## src/sv/utrx_pkg.sv

```systemverilog
package utrx_pkg;

  // Storage sizes
  localparam int FIFO_DEPTH = 16;
  localparam int PTR_W      = (FIFO_DEPTH > 1) ? $clog2(FIFO_DEPTH) : 1;
  localparam int CNT_W      = $clog2(FIFO_DEPTH + 1);

  // Frame format and timing
  localparam int                DATA_W    = 8;
  localparam int                CPB_W     = 16;
  localparam logic [CPB_W-1:0]  CPB_RESET = 16'd868;
  localparam logic [CPB_W-1:0]  TICK_MAX  = '1;
  localparam logic [3:0]        SLOT_START = 4'd0;
  localparam logic [3:0]        SLOT_DATA_LAST = 4'd8;
  localparam logic [3:0]        SLOT_STOP = 4'd9;

  // Command queue between front and back
  localparam int Q_DEPTH = 2;
  localparam int QP_W    = (Q_DEPTH > 1) ? $clog2(Q_DEPTH) : 1;
  localparam int QC_W    = $clog2(Q_DEPTH + 1);

  // One classified tick from the front
  typedef struct packed {
    logic              rx_line;
    logic              rx_fall;
    logic              tx_push;
    logic [DATA_W-1:0] tx_data;
    logic              rx_pop;
  } cmd_t;

  typedef struct packed {
    logic             tx_line;
    logic             tx_accepted;
    logic [CNT_W-1:0] tx_fifo_level;
  } tx_res_t;

  typedef struct packed {
    logic              rx_valid;
    logic [DATA_W-1:0] rx_byte;
    logic [CNT_W-1:0]  rx_fifo_level;
    logic              rx_dropped;
    logic              false_start;
  } rx_res_t;

  // Advance a FIFO pointer with wrap at the depth
  function automatic logic [PTR_W-1:0] ptr_next(input logic [PTR_W-1:0] p);
    logic [PTR_W-1:0] r;
    if (p == PTR_W'(FIFO_DEPTH - 1)) begin
      r = '0;
    end else begin
      r = p + PTR_W'(1);
    end
    return r;
  endfunction

endpackage

```

## src/sv/utrx_if.sv

```systemverilog
interface utrx_tick_if;
  import utrx_pkg::*;
  logic              valid;
  logic              ready;
  logic              rx_line;
  logic              tx_push;
  logic [DATA_W-1:0] tx_data;
  logic              rx_pop;

  modport source (output valid, rx_line, tx_push, tx_data, rx_pop, input ready);
  modport sink   (input valid, rx_line, tx_push, tx_data, rx_pop, output ready);
endinterface

interface utrx_result_if;
  import utrx_pkg::*;
  logic              valid;
  logic              ready;
  logic              tx_line;
  logic              tx_accepted;
  logic [CNT_W-1:0]  tx_fifo_level;
  logic              rx_valid;
  logic [DATA_W-1:0] rx_byte;
  logic [CNT_W-1:0]  rx_fifo_level;
  logic              rx_dropped;
  logic              false_start;

  modport source (output valid, tx_line, tx_accepted, tx_fifo_level, rx_valid, rx_byte,
                  rx_fifo_level, rx_dropped, false_start, input ready);
  modport sink   (input valid, tx_line, tx_accepted, tx_fifo_level, rx_valid, rx_byte,
                  rx_fifo_level, rx_dropped, false_start, output ready);
endinterface

```

## src/sv/uart_8n1_transceiver.sv

```systemverilog
// Channel   | Dir | Payload                                            | Request
// ----------+-----+----------------------------------------------------+------------------
// tick_in   | in  | rx_line, tx_push, tx_data, rx_pop                  | one clock tick
// res_out   | out | tx_line, tx_accepted, tx_fifo_level, rx_valid,     | one tick's result
//           |     | rx_byte, rx_fifo_level, rx_dropped, false_start    |
// cfg       | in  | cfg_we_i, cfg_wdata_i: clocks_per_bit              | register write
//
// One request per cycle sustained while the output is not stalled; a tick passes
// through the command queue, then the result register, before its result is offered.
// The transmit and receive tick engines each handle a request combinationally.
// Reset clears all control state; clocks_per_bit resets to 868. FIFO contents are not cleared.
// A stalled output holds the result register; the two-entry command queue absorbs one more
// request, then tick_in.ready drops until the result is taken.
module uart_8n1_transceiver (
  input  logic                        clk_i,
  input  logic                        rst_ni,
  utrx_tick_if.sink                   tick_in,
  utrx_result_if.source               res_out,
  input  logic                        cfg_we_i,
  input  logic [utrx_pkg::CPB_W-1:0]  cfg_wdata_i
);
  import utrx_pkg::*;

  logic [CPB_W-1:0] cpb_q;

  // Front: edge detect and classification
  cmd_t fr_cmd;
  logic fr_valid, fr_ready;

  // Queue output towards the engines
  cmd_t be_cmd;
  logic be_valid, step;

  tx_res_t tx_res;
  rx_res_t rx_res;
  tx_res_t tx_res_q;
  rx_res_t rx_res_q;
  logic    res_valid_q;

  // Hold the bit period; user must send writes only while the block is idle, unenforced
  always_ff @(posedge clk_i or negedge rst_ni) begin
    if (!rst_ni) begin
      cpb_q <= CPB_RESET;
    end else if (cfg_we_i) begin
      cpb_q <= cfg_wdata_i;
    end
  end

  utrx_front u_front (
    .clk_i       (clk_i),
    .rst_ni      (rst_ni),
    .tick_in     (tick_in),
    .cmd_valid_o (fr_valid),
    .cmd_ready_i (fr_ready),
    .cmd_o       (fr_cmd)
  );

  utrx_cmd_queue u_queue (
    .clk_i      (clk_i),
    .rst_ni     (rst_ni),
    .wr_valid_i (fr_valid),
    .wr_ready_o (fr_ready),
    .wr_cmd_i   (fr_cmd),
    .rd_valid_o (be_valid),
    .rd_ready_i (step),
    .rd_cmd_o   (be_cmd)
  );

  // Advance the engines when a command is queued and the result register has room
  assign step = be_valid && (!res_valid_q || res_out.ready);

  utrx_tx u_tx (
    .clk_i  (clk_i),
    .rst_ni (rst_ni),
    .step_i (step),
    .push_i (be_cmd.tx_push),
    .data_i (be_cmd.tx_data),
    .cpb_i  (cpb_q),
    .res_o  (tx_res)
  );

  utrx_rx u_rx (
    .clk_i  (clk_i),
    .rst_ni (rst_ni),
    .step_i (step),
    .line_i (be_cmd.rx_line),
    .fall_i (be_cmd.rx_fall),
    .pop_i  (be_cmd.rx_pop),
    .cpb_i  (cpb_q),
    .res_o  (rx_res)
  );

  // Result register: load on step, drop valid once taken
  always_ff @(posedge clk_i or negedge rst_ni) begin
    if (!rst_ni) begin
      res_valid_q <= 1'b0;
    end else if (step) begin
      res_valid_q <= 1'b1;
    end else if (res_out.ready) begin
      res_valid_q <= 1'b0;
    end
  end

  always_ff @(posedge clk_i) begin
    if (step) begin
      tx_res_q <= tx_res;
      rx_res_q <= rx_res;
    end
  end

  assign res_out.valid         = res_valid_q;
  assign res_out.tx_line       = tx_res_q.tx_line;
  assign res_out.tx_accepted   = tx_res_q.tx_accepted;
  assign res_out.tx_fifo_level = tx_res_q.tx_fifo_level;
  assign res_out.rx_valid      = rx_res_q.rx_valid;
  assign res_out.rx_byte       = rx_res_q.rx_byte;
  assign res_out.rx_fifo_level = rx_res_q.rx_fifo_level;
  assign res_out.rx_dropped    = rx_res_q.rx_dropped;
  assign res_out.false_start   = rx_res_q.false_start;

endmodule

```

## src/sv/utrx_front.sv

```systemverilog
module utrx_front (
  input  logic            clk_i,
  input  logic            rst_ni,
  utrx_tick_if.sink       tick_in,
  output logic            cmd_valid_o,
  input  logic            cmd_ready_i,
  output utrx_pkg::cmd_t  cmd_o
);
  import utrx_pkg::*;

  logic prev_line_q;
  logic fire;

  assign tick_in.ready = cmd_ready_i;
  assign cmd_valid_o   = tick_in.valid;
  assign fire          = tick_in.valid && cmd_ready_i;

  // Classify: falling edge of the receive line against the last accepted tick
  always_comb begin
    cmd_o.rx_line = tick_in.rx_line;
    cmd_o.rx_fall = prev_line_q && !tick_in.rx_line;
    cmd_o.tx_push = tick_in.tx_push;
    cmd_o.tx_data = tick_in.tx_data;
    cmd_o.rx_pop  = tick_in.rx_pop;
  end

  always_ff @(posedge clk_i or negedge rst_ni) begin
    if (!rst_ni) begin
      prev_line_q <= 1'b1;
    end else if (fire) begin
      prev_line_q <= tick_in.rx_line;
    end
  end

endmodule

```

## src/sv/utrx_cmd_queue.sv

```systemverilog
module utrx_cmd_queue (
  input  logic            clk_i,
  input  logic            rst_ni,
  input  logic            wr_valid_i,
  output logic            wr_ready_o,
  input  utrx_pkg::cmd_t  wr_cmd_i,
  output logic            rd_valid_o,
  input  logic            rd_ready_i,
  output utrx_pkg::cmd_t  rd_cmd_o
);
  import utrx_pkg::*;

  cmd_t            entry_q [Q_DEPTH];
  logic [QP_W-1:0] wptr_q, rptr_q;
  logic [QC_W-1:0] cnt_q;
  logic            wr_fire, rd_fire;

  assign wr_ready_o = (cnt_q != QC_W'(Q_DEPTH));
  assign rd_valid_o = (cnt_q != '0);
  assign rd_cmd_o   = entry_q[rptr_q];
  assign wr_fire    = wr_valid_i && wr_ready_o;
  assign rd_fire    = rd_valid_o && rd_ready_i;

  always_ff @(posedge clk_i or negedge rst_ni) begin
    if (!rst_ni) begin
      wptr_q <= '0;
      rptr_q <= '0;
      cnt_q  <= '0;
    end else begin
      if (wr_fire) begin
        wptr_q <= (wptr_q == QP_W'(Q_DEPTH - 1)) ? '0 : wptr_q + QP_W'(1);
      end
      if (rd_fire) begin
        rptr_q <= (rptr_q == QP_W'(Q_DEPTH - 1)) ? '0 : rptr_q + QP_W'(1);
      end
      cnt_q <= cnt_q + QC_W'(wr_fire) - QC_W'(rd_fire);
    end
  end

  always_ff @(posedge clk_i) begin
    if (wr_fire) begin
      entry_q[wptr_q] <= wr_cmd_i;
    end
  end

endmodule

```

## src/sv/utrx_tx.sv

```systemverilog
module utrx_tx (
  input  logic                          clk_i,
  input  logic                          rst_ni,
  input  logic                          step_i,
  input  logic                          push_i,
  input  logic [utrx_pkg::DATA_W-1:0]   data_i,
  input  logic [utrx_pkg::CPB_W-1:0]    cpb_i,
  output utrx_pkg::tx_res_t             res_o
);
  import utrx_pkg::*;

  logic [DATA_W-1:0] store_q [FIFO_DEPTH];
  logic [PTR_W-1:0]  rptr_q, rptr_d, wptr_q, wptr_d;
  logic [CNT_W-1:0]  cnt_q, cnt_d, cnt_e;
  logic [DATA_W-1:0] shift_q, shift_d;
  logic [3:0]        slot_q, slot_d, slot_e, slot_m1;
  logic [CPB_W-1:0]  tc_q, tc_d, tc_e;
  logic [CPB_W:0]    tc_inc;
  logic              busy_q, busy_d;
  logic              start, accept, line;

  always_comb begin
    // Load a frame from the head when idle
    start   = !busy_q && (cnt_q != '0);
    shift_d = start ? store_q[rptr_q] : shift_q;
    busy_d  = busy_q || start;
    slot_e  = start ? SLOT_START : slot_q;
    tc_e    = start ? '0 : tc_q;
    cnt_e   = start ? (cnt_q - CNT_W'(1)) : cnt_q;
    rptr_d  = start ? ptr_next(rptr_q) : rptr_q;
    slot_m1 = slot_e - 4'd1;

    line = 1'b1;
    if (busy_d) begin
      if (slot_e == SLOT_START) begin
        line = 1'b0;
      end else if (slot_e <= SLOT_DATA_LAST) begin
        line = shift_d[slot_m1[2:0]];
      end
    end

    // Bit timing
    tc_inc = {1'b0, tc_e} + (CPB_W+1)'(1);
    slot_d = slot_e;
    tc_d   = tc_e;
    if (busy_d) begin
      if (tc_inc >= {1'b0, cpb_i}) begin
        tc_d = '0;
        if (slot_e == SLOT_STOP) begin
          busy_d = 1'b0;
          slot_d = SLOT_START;
        end else begin
          slot_d = slot_e + 4'd1;
        end
      end else begin
        tc_d = tc_inc[CPB_W-1:0];
      end
    end

    // Push after the serializer has taken its byte
    accept = push_i && (cnt_e < CNT_W'(FIFO_DEPTH));
    cnt_d  = cnt_e + CNT_W'(accept);
    wptr_d = accept ? ptr_next(wptr_q) : wptr_q;

    res_o.tx_line       = line;
    res_o.tx_accepted   = accept;
    res_o.tx_fifo_level = cnt_d;
  end

  always_ff @(posedge clk_i or negedge rst_ni) begin
    if (!rst_ni) begin
      rptr_q  <= '0;
      wptr_q  <= '0;
      cnt_q   <= '0;
      shift_q <= '0;
      slot_q  <= SLOT_START;
      tc_q    <= '0;
      busy_q  <= 1'b0;
    end else if (step_i) begin
      rptr_q  <= rptr_d;
      wptr_q  <= wptr_d;
      cnt_q   <= cnt_d;
      shift_q <= shift_d;
      slot_q  <= slot_d;
      tc_q    <= tc_d;
      busy_q  <= busy_d;
    end
  end

  always_ff @(posedge clk_i) begin
    if (step_i && accept) begin
      store_q[wptr_q] <= data_i;
    end
  end

endmodule

```

## src/sv/utrx_rx.sv

```systemverilog
module utrx_rx (
  input  logic                        clk_i,
  input  logic                        rst_ni,
  input  logic                        step_i,
  input  logic                        line_i,
  input  logic                        fall_i,
  input  logic                        pop_i,
  input  logic [utrx_pkg::CPB_W-1:0]  cpb_i,
  output utrx_pkg::rx_res_t           res_o
);
  import utrx_pkg::*;

  logic [DATA_W-1:0] store_q [FIFO_DEPTH];
  logic [PTR_W-1:0]  rptr_q, rptr_d, wptr_q, wptr_d;
  logic [CNT_W-1:0]  cnt_q, cnt_d, cnt_p;
  logic [DATA_W-1:0] shift_q, shift_d;
  logic [3:0]        slot_q, slot_d, slot_m1;
  logic [CPB_W-1:0]  tc_q, tc_d, tc_sat, half;
  logic              busy_q, busy_d;
  logic              pop_ok, push, drop, fstart;

  always_comb begin
    // Serve the pop first
    pop_ok = pop_i && (cnt_q != '0);
    cnt_p  = pop_ok ? (cnt_q - CNT_W'(1)) : cnt_q;
    rptr_d = pop_ok ? ptr_next(rptr_q) : rptr_q;

    half    = cpb_i >> 1;
    tc_sat  = (tc_q != TICK_MAX) ? (tc_q + CPB_W'(1)) : tc_q;
    slot_m1 = slot_q - 4'd1;

    busy_d  = busy_q;
    slot_d  = slot_q;
    tc_d    = tc_q;
    shift_d = shift_q;
    push    = 1'b0;
    drop    = 1'b0;
    fstart  = 1'b0;

    if (busy_q) begin
      if (slot_q == SLOT_START) begin
        // Mid start bit check
        if (tc_sat >= half) begin
          tc_d = '0;
          if (line_i) begin
            fstart = 1'b1;
            busy_d = 1'b0;
          end else begin
            slot_d = 4'd1;
          end
        end else begin
          tc_d = tc_sat;
        end
      end else if (tc_sat >= cpb_i) begin
        tc_d    = '0;
        shift_d = shift_q | (DATA_W'(line_i) << slot_m1[2:0]);
        if (slot_q == SLOT_DATA_LAST) begin
          push   = (cnt_p < CNT_W'(FIFO_DEPTH));
          busy_d = 1'b0;
          slot_d = SLOT_START;
        end else begin
          slot_d = slot_q + 4'd1;
        end
      end else begin
        tc_d = tc_sat;
      end
    end else if (fall_i) begin
      if (cnt_p >= CNT_W'(FIFO_DEPTH)) begin
        drop = 1'b1;
      end else begin
        busy_d  = 1'b1;
        slot_d  = SLOT_START;
        tc_d    = '0;
        shift_d = '0;
      end
    end

    cnt_d  = cnt_p + CNT_W'(push);
    wptr_d = push ? ptr_next(wptr_q) : wptr_q;

    res_o.rx_valid      = pop_ok;
    res_o.rx_byte       = pop_ok ? store_q[rptr_q] : '0;
    res_o.rx_fifo_level = cnt_d;
    res_o.rx_dropped    = drop;
    res_o.false_start   = fstart;
  end

  always_ff @(posedge clk_i or negedge rst_ni) begin
    if (!rst_ni) begin
      rptr_q  <= '0;
      wptr_q  <= '0;
      cnt_q   <= '0;
      shift_q <= '0;
      slot_q  <= SLOT_START;
      tc_q    <= '0;
      busy_q  <= 1'b0;
    end else if (step_i) begin
      rptr_q  <= rptr_d;
      wptr_q  <= wptr_d;
      cnt_q   <= cnt_d;
      shift_q <= shift_d;
      slot_q  <= slot_d;
      tc_q    <= tc_d;
      busy_q  <= busy_d;
    end
  end

  always_ff @(posedge clk_i) begin
    if (step_i && push) begin
      store_q[wptr_q] <= shift_d;
    end
  end

endmodule

```

## src/flat_wrapper.sv

```systemverilog
// flat-port wrapper written by rule: the top's interface ports become plain ports
module uart_8n1_transceiver_flat import utrx_pkg::*;
  (clk_i, rst_ni, cfg_we_i, cfg_wdata_i, tick_in_valid, tick_in_rx_line, tick_in_tx_push, tick_in_tx_data, tick_in_rx_pop, tick_in_ready, res_out_valid, res_out_tx_line, res_out_tx_accepted, res_out_tx_fifo_level, res_out_rx_valid, res_out_rx_byte, res_out_rx_fifo_level, res_out_rx_dropped, res_out_false_start, res_out_ready);
  utrx_tick_if tick_in_i ();
  utrx_result_if res_out_i ();
  input  logic clk_i;
  input  logic rst_ni;
  input  logic cfg_we_i;
  input  logic [utrx_pkg::CPB_W-1:0] cfg_wdata_i;
  input wire logic [$bits(tick_in_i.valid)-1:0] tick_in_valid;
  input wire logic [$bits(tick_in_i.rx_line)-1:0] tick_in_rx_line;
  input wire logic [$bits(tick_in_i.tx_push)-1:0] tick_in_tx_push;
  input wire logic [$bits(tick_in_i.tx_data)-1:0] tick_in_tx_data;
  input wire logic [$bits(tick_in_i.rx_pop)-1:0] tick_in_rx_pop;
  output wire logic [$bits(tick_in_i.ready)-1:0] tick_in_ready;
  output wire logic [$bits(res_out_i.valid)-1:0] res_out_valid;
  output wire logic [$bits(res_out_i.tx_line)-1:0] res_out_tx_line;
  output wire logic [$bits(res_out_i.tx_accepted)-1:0] res_out_tx_accepted;
  output wire logic [$bits(res_out_i.tx_fifo_level)-1:0] res_out_tx_fifo_level;
  output wire logic [$bits(res_out_i.rx_valid)-1:0] res_out_rx_valid;
  output wire logic [$bits(res_out_i.rx_byte)-1:0] res_out_rx_byte;
  output wire logic [$bits(res_out_i.rx_fifo_level)-1:0] res_out_rx_fifo_level;
  output wire logic [$bits(res_out_i.rx_dropped)-1:0] res_out_rx_dropped;
  output wire logic [$bits(res_out_i.false_start)-1:0] res_out_false_start;
  input wire logic [$bits(res_out_i.ready)-1:0] res_out_ready;
  assign tick_in_i.valid = tick_in_valid;
  assign tick_in_i.rx_line = tick_in_rx_line;
  assign tick_in_i.tx_push = tick_in_tx_push;
  assign tick_in_i.tx_data = tick_in_tx_data;
  assign tick_in_i.rx_pop = tick_in_rx_pop;
  assign tick_in_ready = tick_in_i.ready;
  assign res_out_valid = res_out_i.valid;
  assign res_out_tx_line = res_out_i.tx_line;
  assign res_out_tx_accepted = res_out_i.tx_accepted;
  assign res_out_tx_fifo_level = res_out_i.tx_fifo_level;
  assign res_out_rx_valid = res_out_i.rx_valid;
  assign res_out_rx_byte = res_out_i.rx_byte;
  assign res_out_rx_fifo_level = res_out_i.rx_fifo_level;
  assign res_out_rx_dropped = res_out_i.rx_dropped;
  assign res_out_false_start = res_out_i.false_start;
  assign res_out_i.ready = res_out_ready;
  uart_8n1_transceiver u_core (.clk_i(clk_i), .rst_ni(rst_ni), .tick_in(tick_in_i), .res_out(res_out_i), .cfg_we_i(cfg_we_i), .cfg_wdata_i(cfg_wdata_i));
endmodule
```

## config.mk

```make
export PLATFORM = sky130hd
export DESIGN_NAME = uart_8n1_transceiver_flat
export DESIGN_NICKNAME = d
export VERILOG_FILES = /design/src/sv/utrx_pkg.sv /design/src/sv/utrx_if.sv /design/src/sv/uart_8n1_transceiver.sv /design/src/sv/utrx_front.sv /design/src/sv/utrx_cmd_queue.sv /design/src/sv/utrx_tx.sv /design/src/sv/utrx_rx.sv /design/src/flat_wrapper.sv
export SDC_FILE = /design/constraint.sdc
export NUM_CORES = 1
export LEC_CHECK = 0
export BUFFER_PORTS_ARGS = -buffer_cell sky130_fd_sc_hd__buf_2
export CAP_MARGIN = 20
export CORE_UTILIZATION = 40
export CTS_BUF_LIST = sky130_fd_sc_hd__clkbuf_8 sky130_fd_sc_hd__clkbuf_16
export DETAILED_ROUTE_END_ITERATION = 7
export GPL_ROUTABILITY_DRIVEN = 0
export MAX_ROUTING_LAYER = met4
export PLACE_DENSITY = 0.57
export SYNTH_ARGS = -nofsm -noshare
export SYNTH_HDL_FRONTEND = slang
export SYNTH_SLANG_ARGS = --single-unit
```

## constraint.sdc

```tcl
create_clock -name clk_i -period 4.4 [get_ports clk_i]
set_input_delay 0 -clock clk_i [delete_from_list [all_inputs] [get_ports clk_i]]
set_output_delay 0 -clock clk_i [all_outputs]
set_load 0.005 [all_outputs]
```

# [Word level (Yosys, flattened, before mapping)]
# Memories as Yosys holds them, arrays and structs flattened. A register that Yosys moved wholly into a read port is not among the register bits.
# Cells that the tools add are included.
# Widths: inputs -> output; s select.
[word_totals] regBits=121 mem_bits_rw=280 inputBits=32 out_inout_bits=25 wordCells=166 mem_count=3
[mem_list] memory="u_core.u_rx.store_q" depth=16 width=8 read_ports=1 rd_clocked_by_memory_dff=1 write_ports=1 line_no="utrx_rx.sv:13" text="logic [DATA_W-1:0] store_q [FIFO_DEPTH];"
[mem_list] memory="u_core.u_tx.store_q" depth=16 width=8 read_ports=1 rd_clocked_by_memory_dff=0 write_ports=1 line_no="utrx_tx.sv:12" text="logic [DATA_W-1:0] store_q [FIFO_DEPTH];"
[mem_list] memory="u_core.u_queue.entry_q" depth=2 width=12 read_ports=1 rd_clocked_by_memory_dff=0 write_ports=1 line_no="utrx_cmd_queue.sv:13" text="cmd_t entry_q [Q_DEPTH];"
[op_classes] add_sub_neg=18 magnitude_cmp=8 n_eq_ne=12 shifts=1 mux=65 n_bitwise=2 reduce_logical=30
[ops] op="$mux 16" n=10
[ops] op="$mux 4" n=16
[ops] op="$mux 8" n=6
[ops] op="$mux 1" n=30
[ops] op="$add 4x1->4 const B" n=6
[ops] op="$eq 4x4->1 const B" n=6
[ops] op="$add 16x1->17 const B" n=1
[ops] op="$ge 17x16->1" n=1
[ops] op="$add 16x1->16 const B" n=1
[ops] op="$ge 16x15->1" n=1
[ops] op="$ge 16x16->1" n=1
[ops] op="$ne 16x16->1 const B" n=1
[ops] op="$add 5x1->5" n=2
[ops] op="$lt 5x5->1 const B" n=2
[ops] op="$mux 5" n=2
[ops] op="$reduce_bool 5->1" n=2
[ops] op="$sub 5x1->5 const B" n=2
[ops] op="$logic_and 1x1->1" n=9
[ops] op="$logic_not 4->1" n=2
[ops] op="$or 8x8->8" n=1
[ops] op="$reduce_and 2->1" n=4
[ops] op="$shl 1x3->8" n=1
[ops] op="$reduce_and 3->1" n=2
[ops] op="$reduce_and 6->1" n=1
[ops] op="other kinds (17)" n=26

# [Depth between registers and ports, before layout]
# Gate-level depths: netlist (run 1).
[depth] word_depth=11 ltp_mapped=24 mapped_depth_nobuf=20

# [By module]
# A second synthesis (run 1) with hierarchy kept.
[unflattened] hier_cells=1292 area_unflattened_um2=19083.3
[by_module_without_submodules] module="utrx_rx" instances=1 cells_each=577 area_each_um2=8339.2 seq_area_each_um2=4894.7
[by_module_without_submodules] module="utrx_tx" instances=1 cells_each=578 area_each_um2=8122.8 seq_area_each_um2=4894.7
[by_module_without_submodules] module="uart_8n1_transceiver" instances=1 cells_each=61 area_each_um2=1390.1 seq_area_each_um2=1122.3
[by_module_without_submodules] module="utrx_cmd_queue" instances=1 cells_each=59 area_each_um2=1082.3 seq_area_each_um2=820.8
[by_module_without_submodules] module="utrx_front" instances=1 cells_each=17 area_each_um2=148.9 seq_area_each_um2=26.3

# [Worst setup path before layout (run 1)]
# OpenSTA, ideal clock, no wires.
[synth_path] path_kind="register -> register" start="register u_core.u_tx.cnt_q[0]" end="register u_core.u_tx.tc_q[12]" setup_time_ps=104 t_arrival_ps=4593 t_required_ps=4296 slack_ps=-297 path_stages_with_launch=25 path_buffers=4 synth_period_minus_slack_ps=4697 cell_sequence="dfrtp_1 -> inv_1 -> ha_1 -> nor4b_2 -> or2_1 -> buf_2 -> clkbuf_1 -> and2_1 -> ha_1 -> and3_1 -> nand3_1 -> nor2_2 -> xnor2_1 -> nor2_1 -> ha_1 -> a21o_1 -> a21o_1 -> a21o_1 -> a211oi_2 -> nor2_1 -> a211o_1 -> or2_1 -> buf_6 -> buf_6 -> o41ai_2"
[synth_between] elab_chain_len=7 word_cells_on_any_way=8 cone_classes="add/sub (1); order compare (1); mux (3); reduce/logical (3)"
[synth_lines] item="start, declared" line_no="utrx_tx.sv:14" text="logic [CNT_W-1:0] cnt_q, cnt_d, cnt_e;"
[synth_lines] item="start signal, assigned" line_no="utrx_tx.sv:82" text="cnt_q <= cnt_d;"
[synth_lines] item="$reduce_bool 5->1 (*)" line_no="utrx_tx.sv:24" text="start = !busy_q && (cnt_q != '0);"
[synth_lines] item="$logic_and 1x1->1 (*)" line_no="utrx_tx.sv:24"
[synth_lines] item="$mux 16" line_no="utrx_tx.sv:28" text="tc_e = start ? '0 : tc_q;"
[synth_lines] item="$add 16x1->17" line_no="utrx_tx.sv:43" text="tc_inc = {1'b0, tc_e} + (CPB_W+1)'(1);"
[synth_lines] item="$ge 17x16->1" line_no="utrx_tx.sv:47" text="if (tc_inc >= {1'b0, cpb_i}) begin"
[synth_lines] item="$mux 16" line_no="utrx_tx.sv:47"
[synth_lines] item="$mux 16 (*)" line_no="utrx_tx.sv:46" text="if (busy_d) begin"
[synth_lines] item="end signal, assigned" line_no="utrx_tx.sv:85" text="tc_q <= tc_d;"
[synth_lines] item="end, declared" line_no="utrx_tx.sv:17" text="logic [CPB_W-1:0] tc_q, tc_d, tc_e;"
# Every way passes the cells marked *; elsewhere a longest branch is shown, timed or not.
# A chain may end at the register's enable or synchronous reset.

# [Worst setup path after layout (run 1)]
[layout_path] start="register u_core.u_rx.tc_q[5]" end="memory u_core.u_rx.store_q[11][3] (data pin)"
[layout_between] elab_chain_len=6 word_cells_on_any_way=7 cone_classes="add/sub (1); order compare (1); eq/ne (1); mux (4)"
[layout_lines] item="start, declared" line_no="utrx_rx.sv:18" text="logic [CPB_W-1:0] tc_q, tc_d, tc_sat, half;"
[layout_lines] item="start signal, assigned" line_no="utrx_rx.sv:103" text="tc_q <= tc_d;"
[layout_lines] item="$add 16x1->16 or $ne 16x16->1 (tied branches)" line_no="utrx_rx.sv:29" text="tc_sat = (tc_q != TICK_MAX) ? (tc_q + CPB_W'(1)) : tc_q;"
[layout_lines] item="$mux 16 (*)" line_no="utrx_rx.sv:29"
[layout_lines] item="$ge 16x16->1 (*)" line_no="utrx_rx.sv:54" text="end else if (tc_sat >= cpb_i) begin"
[layout_lines] item="$mux 8 (*)" line_no="utrx_rx.sv:54"
[layout_lines] item="$mux 8 (*)" line_no="utrx_rx.sv:41" text="if (slot_q == SLOT_START) begin"
[layout_lines] item="$mux 8 (*)" line_no="utrx_rx.sv:40" text="if (busy_q) begin"
[layout_lines] item="named net u_core.u_rx.shift_d[3]" line_no="utrx_rx.sv:16" text="logic [DATA_W-1:0] shift_q, shift_d;"
[layout_lines] item="end, declared" line_no="utrx_rx.sv:13"
# The timed path passes the listed nets; every way through them passes the cells marked *.

==> flow_metrics.env, run 1 <==
export IMPL_reg2reg_slack_ns=0.17
export IMPL_tightest_slew_ns=1.05
export IMPL_r2r_end="u_core.u_rx.store_q[11][3]"
export IMPL_crit_chain="nand3_1, nor3_4, nand4_1, and3b_1, nor2b_1, nand3_1, xnor2_1, ha_1, nand4_1, a211oi_1, a221o_1, a21oi_4, buf_4, or4_1, o31ai_1, buf_4"
export IMPL_period_share_pct=96.2
export IMPL_maxCapViolations=0
export IMPL_synth_simple_gate_area_share_pct=9.04
export IMPL_start_kind="register"
export IMPL_critPathRequiredTime_ns=4.80
export IMPL_status="finished, final reports clean"
export IMPL_htree_levels=2
export IMPL_swShare_pct=31.5
export IMPL_ctsLongestPathBuffers=3
export IMPL_core_sq_um=45600
export IMPL_dp_cells=1899
export IMPL_skew_ns=0.0239
export IMPL_synthMuxAreaShare_pct=11.5
export IMPL_route_vias_total=10900
export IMPL_initial_core_util_pct=40.8
export IMPL_grt_pass1_wl_mm=63.0
export IMPL_grt_overflow=0
export IMPL_async_flop_share_pct=25.9
export IMPL_drt_iter0_drc=786
export IMPL_synth_edf_count=303
export IMPL_grt_usage_pct=17.8
export IMPL_die_area_sq_um=47300
export IMPL_wl_mm=40.0
export IMPL_nets=1525
export IMPL_portBuffers=56
export IMPL_drc=0
export IMPL_synth_compound_area_share_pct=6.68
export IMPL_internal_power_uw=8440
export IMPL_drive_gt1_share_pct=22.3
export IMPL_ys_warn_count=0
export IMPL_power_frac_seq_pct=42.9
export IMPL_grt_max_degree=59
export IMPL_syn_area_sq_um=18600
export IMPL_r2r_start="u_core.u_rx.tc_q[5]"
export IMPL_crit_type="reg2reg"
export IMPL_synth_cell_types=71
export IMPL_cpPeakStageDelay_ns=0.63
export IMPL_min_period_ns=4.23
export IMPL_crit_arrival_ns=4.63
export IMPL_grt_pass1_vias=10969
export IMPL_crit_slowest_cell="or4_1"
export IMPL_r2r_cells=16
export IMPL_fmax_mhz=236
export IMPL_synth_top_area_share_pct=49.0
export IMPL_finalHoldViolations=0
export IMPL_syn_nets=1358
export IMPL_peakVddDrop_v=0.000423
export IMPL_clk_pin_slew_ns=0.06
export IMPL_crit_fanout=16
export IMPL_cts_root_buf="clkbuf_16"
export IMPL_synthXorXnorAreaFrac_pct=2.31
export IMPL_clock_insertion_delay_worst_skew_ns=0.58
export IMPL_synth_seq_area_share_pct=63.3
export IMPL_worst_setup_path_end_kind="register"
export IMPL_synth_top_area_cell="edfxtp_1"
export IMPL_cts_buffers=45
export IMPL_vias_per_cell=5.31
export IMPL_avgRoutedWirePerCell_um=19.5
export IMPL_p_switching_uw=3880
export IMPL_first_pass_iters=5
export IMPL_avgSynthCellArea_sq_um=14.9
export IMPL_setup_viol=0
export IMPL_dpl_cell_area_sq_um=19800
export IMPL_diodes=0
export IMPL_ant_nets=0
export IMPL_cts_tree="done"
export IMPL_p_comb_share_pct=26.7
export IMPL_clkPwrFrac_pct=30.5
export IMPL_instances_no_fill=2054
export IMPL_synthFlopType="edfxtp_1"
export IMPL_cpLargestDelayFamily="simple AND/OR/NAND/NOR gates"
export IMPL_worst_path_buf_inv=2
export IMPL_cts_sinks=409
export IMPL_die_y_um=218
export IMPL_synth_cells=1251
export IMPL_power_per_cell_area_nw_per_um2=560
export IMPL_fin_area_sq_um=22000
export IMPL_tns_ns=0
export IMPL_synthTopCellsByArea="edfxtp_1 (49%), dfrtp_1 (13%), mux4_2 (9.5%)"
export IMPL_slew_headroom_pct=30.1
export IMPL_pin_count=57
export IMPL_whs_ns=0.0140
export IMPL_area_growth_pct=18.4
export IMPL_ys_seq_elements=409
export IMPL_die_x_um=218
export IMPL_antenna_found_initial=0
export IMPL_dp_hpwl_mm=26.4
export IMPL_synth_top_family_by_area="multiplexers"
export IMPL_slew_viol_final=0
export IMPL_cellLeakagePower_uw=0.00853
export IMPL_hold_class="in2async"
export IMPL_row_count=78
export IMPL_synth_fa_ha_area_share_pct=5.05
==> registers in the layout, indices dropped and copies added (netlist names), 8 cells and up <==
signal and count:
u_core.cpb_q 16, u_core.res_out.rx_byte 8, u_core.u_queue.entry_q 24, u_core.u_rx.shift_q 8
u_core.u_rx.store_q 128, u_core.u_rx.tc_q 16, u_core.u_tx.shift_q 8, u_core.u_tx.store_q 128
u_core.u_tx.tc_q 16
==> final cells by class <==
cell class                      instances  area, sq um
Sequential cell                       409        11800
Timing Repair Buffer                  179         1360
Multi-Input combinational cell        746         6510
Clock buffer                           47         1150
Inverter                               37          139
Tap cell                              600          751
Clock inverter                         36          324
Fill cell                            3820        23600
==> worst max-delay path by stage <==
stage	from	to	slack, ns	depth (start not counted)
2_1_floorplan	u_core.u_tx.cnt_q[1]	u_core.u_tx.tc_q[10]	0.02	24
3_3_place_gp	u_core.u_tx.cnt_q[1]	u_core.u_tx.tc_q[8]	0.06	20
3_5_place_dp	u_core.u_tx.cnt_q[0]	u_core.u_tx.tc_q[3]	-0.03	20
4_1_cts	u_core.u_rx.tc_q[5]	u_core.u_rx.cnt_q[4]	0.10	17
5_1_grt	u_core.u_rx.tc_q[5]	u_core.u_rx.store_q[11][6]	-0.02	16
6_report	u_core.u_rx.tc_q[5]	u_core.u_rx.store_q[11][3]	0.17	16
==> routing by layer <==
layer / track usage [%] / part of all wire (%) / up-vias
met5: - / 0 / -
met4: 6.15 / 2.6 / 0
met3: 2.65 / 3.6 / 72
met2: 27.7 / 47 / 195
met1: 24.0 / 47 / 5509
li1: - / - / 5124
==> Yosys cell counts (all sizes together) (7+ instances only) <==
master and number:
nor3 11, nand2 134, nand3 23, nor3b 7
a22o 13, xor2 18, nand2b 12, inv 37
nor2b 18, and2 20, nor2 43, clkbuf 40
a21oi 25, mux2 22, and3 23, o41ai 11
dfrtp 100, edfxtp 303, o21ai 63, mux2i 12
mux4 78, buf 20, xnor2 31, a21o 18
nand4 13, ha 75
==> cell usage in the layout (no fill, tap or decap), drive strengths merged, types with 20 or more instances in the layout <==
master	n
nand2	134
edfxtp	303
o21ai	63
inv	53
and3	23
mux4	78
nand3	23
and2	20
mux2	22
xnor2	31
a21oi	25
clkbuf	47
dlygate4sd3	61
ha	75
nor2	43
buf	118
dfrtp	100
==> metrics by stage <==
stage / power (uW) / util [%] / setup WS, ns
2_1_floorplan: 7530 / - / 0.0214
4_1_cts: 12400 / 48.0 / 0.105
6_report: 12300 / 48.3 / 0.169
3_3_place_gp: 8530 / 43.4 / 0.0560
3_5_place_dp: 8580 / 43.4 / -0.0318
5_1_grt: 13000 / 48.3 / -0.0233
==> what timing repair did <==
action,4_1_cts,5_1_grt
hold buffers,61,0
resized for setup,2,14
setup buffers,0,10
endpoints found under the setup margin,5,106
hold endpoints to repair,94,0
pin swaps,0,10
cloned,0,1
==> power groups by stage <==
| stage | Sequential [uW] | Clock, uW | Combinational (uW) |
|---|---|---|---|
| global placement | 5360 | 0 | 3170 |
| floorplan | 5070 | 0 | 2460 |
| finish | 5280 | 3750 | 3290 |
| CTS | 5300 | 3840 | 3270 |
| global route | 5360 | 3980 | 3640 |
| detailed placement | 5370 | 0 | 3210 |
==> cells by family after synthesis <==
kind of cell               after synthesis
and+or+nand+nor                        331
buffers and inverters                   97
adders and majority gates               75
DFF                                    409
xor gates and xnor gates                49
AOI/OAI and AO/OA                      178
muxes                                  112
No activity file was read; power rests on OpenSTA's default activity.
==> run 2, diff against run 1 <==
--- a/config.mk
+++ b/config.mk
@@ -12,7 +12,7 @@
 export DETAILED_ROUTE_END_ITERATION = 7
 export GPL_ROUTABILITY_DRIVEN = 0
 export MAX_ROUTING_LAYER = met4
-export PLACE_DENSITY = 0.57
+export PLACE_DENSITY = 0.59
 export SYNTH_ARGS = -nofsm -noshare
 export SYNTH_HDL_FRONTEND = slang
 export SYNTH_SLANG_ARGS = --single-unit
==> run 2 against run 1 <==
  * Cell area rose by 0.23%
  * Clock skew fell by 0.0029 ns
  * Wire length barely moved
  * Die area did not move
  * Sequential share of layout area fell by 0.12 points
  * Critical path type unchanged
  * Largest cell class unchanged
  * Largest power group unchanged
==> flow_metrics.env, run 2 (synthesized netlist as in run 1, its figures left out) <==
export IMPL_drc=0
export IMPL_drive_gt1_share_pct=22.5
export IMPL_avgRoutedWirePerCell_um=19.5
export IMPL_diodes=0
export IMPL_htree_levels=2
export IMPL_clock_insertion_delay_worst_skew_ns=0.59
export IMPL_grt_usage_pct=17.9
export IMPL_clk_pin_slew_ns=0.06
export IMPL_drt_iter0_drc=730
export IMPL_first_pass_iters=4
export IMPL_wl_mm=40.0
export IMPL_rsz0062_at_grt="true"
export IMPL_cts_sinks=409
export IMPL_min_period_ns=4.18
export IMPL_tightest_slew_ns=1.07
export IMPL_peakVddDrop_v=0.000363
export IMPL_grt_overflow=0
export IMPL_slew_viol_final=0
export IMPL_post_route_util_pct=48.4
export IMPL_setup_viol=0
export IMPL_ant_nets=0
export IMPL_cts_buffers=45
export IMPL_row_count=78
export IMPL_core_sq_um=45600
export IMPL_slew_headroom_pct=28.4
export IMPL_dp_hpwl_mm=26.2
export IMPL_critPathRequiredTime_ns=4.88
export IMPL_crit_type="reg2reg"
export IMPL_portBuffers=56
export IMPL_grt_pass1_vias=11167
export IMPL_pin_count=57
export IMPL_instances_no_fill=2052
export IMPL_vias_per_cell=5.34
export IMPL_die_y_um=218
export IMPL_grt_max_degree=37
export IMPL_cellLeakagePower_uw=0.00854
export IMPL_maxCapViolations=0
export IMPL_nets=1523
export IMPL_status="finished, final reports clean"
export IMPL_cts_root_buf="clkbuf_16"
export IMPL_period_share_pct=95.0
export IMPL_power_per_cell_area_nw_per_um2=559
export IMPL_cts_tree="done"
export IMPL_ctsLongestPathBuffers=3
export IMPL_crit_fanout=4
export IMPL_worst_setup_path_end_kind="register"
export IMPL_route_vias_total=10960
export IMPL_die_x_um=218
export IMPL_crit_arrival_ns=4.66
export IMPL_skew_ns=0.0211
export IMPL_start_kind="register"
export IMPL_finalHoldViolations=0
export IMPL_antenna_found_initial=0
export IMPL_final_cell_mix="edfxtp_1 (303), nand2_1 (134), dfrtp_1 (98), mux4_2 (78), ha_1 (74)"
export IMPL_area_growth_pct=18.7
export IMPL_fmax_mhz=239
export IMPL_reg_top3="u_core.u_rx.store_q x128, u_core.u_tx.store_q x128, u_core.u_queue.entry_q x24"
export IMPL_die_area_sq_um=47300
export IMPL_dp_cells=1897
export IMPL_grt_pass1_wl_mm=63.5
export IMPL_initial_core_util_pct=40.8
export IMPL_hold_class="in2reg"
export IMPL_final_common_cell="edfxtp_1"
run 2: routing by layer:
| metal | GRT usage (%) | routed length, um |
|---|---|---|
| met1 | 24.4 | 18700 |
| met2 | 27.6 | 18900 |
| met3 | 2.45 | 1550 |
| met4 | 5.73 | 871 |
| met5 | - | 0 |
run 2: final cells by class:
class	instances	area (sq um)
Multi-Input combinational cell	746	6540
Fill cell	3861	23500
Tap cell	600	751
Sequential cell	409	11800
Clock inverter	35	335
Clock buffer	48	1170
Inverter	37	139
Timing Repair Buffer	177	1350
run 2: critical path, cell delays in order, from the launching register on:
cell     delay (ns)
dfrtp_1        0.41
nand3_1        0.17
nor3_4         0.21
nand4_1        0.18
and3b_1        0.23
nor2b_2        0.18
xor2_1         0.23
ha_1           0.30
a21o_1         0.18
a21o_1         0.17
a221o_1        0.39
a21oi_2        0.25
nor2_1         0.15
ha_1           0.24
ha_1           0.20
nor3b_1        0.15
xnor2_1        0.15
mux2_2         0.27
run 2: worst paths after layout:
path,from,endpoint,slack (ns),cells after the start
worst min register to register,u_core.u_tx.shift_q[1],u_core.u_tx.shift_q[1],0.47,2
min in group asynchronous,rst_ni,u_core.u_tx.tc_q[14],0.47,3
worst max-delay path,u_core.u_rx.tc_q[5],u_core.u_rx.cnt_q[4],0.22,17
worst max register to register,u_core.u_rx.tc_q[5],u_core.u_rx.cnt_q[4],0.22,17
max in group asynchronous,rst_ni,u_core.u_tx.wptr_q[2],2.37,4
worst min-delay path,tick_in_tx_data[3],u_core.u_queue.entry_q[1][4],0.14,2
run 2: where the power goes:
| group | internal [uW] | switching, uW | total, uW |
|---|---|---|---|
| combinational | 1440 | 1850 | 3300 |
| clock | 2220 | 1570 | 3790 |
| sequential | 4810 | 439 | 5250 |
run 2: stage by stage:
stage | hold WS (ns) | power (uW) | cell area [sq um] | TNS (ns) | setup WS, ns
after global routing | 0.133 | 13000 | 22000 | -0.242 | -0.0378
after floorplan | -0.296 | 7530 | 18600 | 0 | 0.0214
after CTS | 0.116 | 12400 | 21900 | 0 | 0.0692
after detailed placement | 0.0685 | 8540 | 19800 | -0.144 | -0.0636
final | 0.145 | 12300 | 22000 | 0 | 0.222
after global placement | 0.0709 | 8480 | 19800 | 0 | 0.0743
run 2: what timing repair did:
item	in CTS	in global routing
buffers inserted	0	6
gates cloned	0	2
endpoints found under the hold margin	87	0
gates resized for setup	2	26
hold buffers	63	0
pin swaps	0	15
setup endpoints to repair	8	120
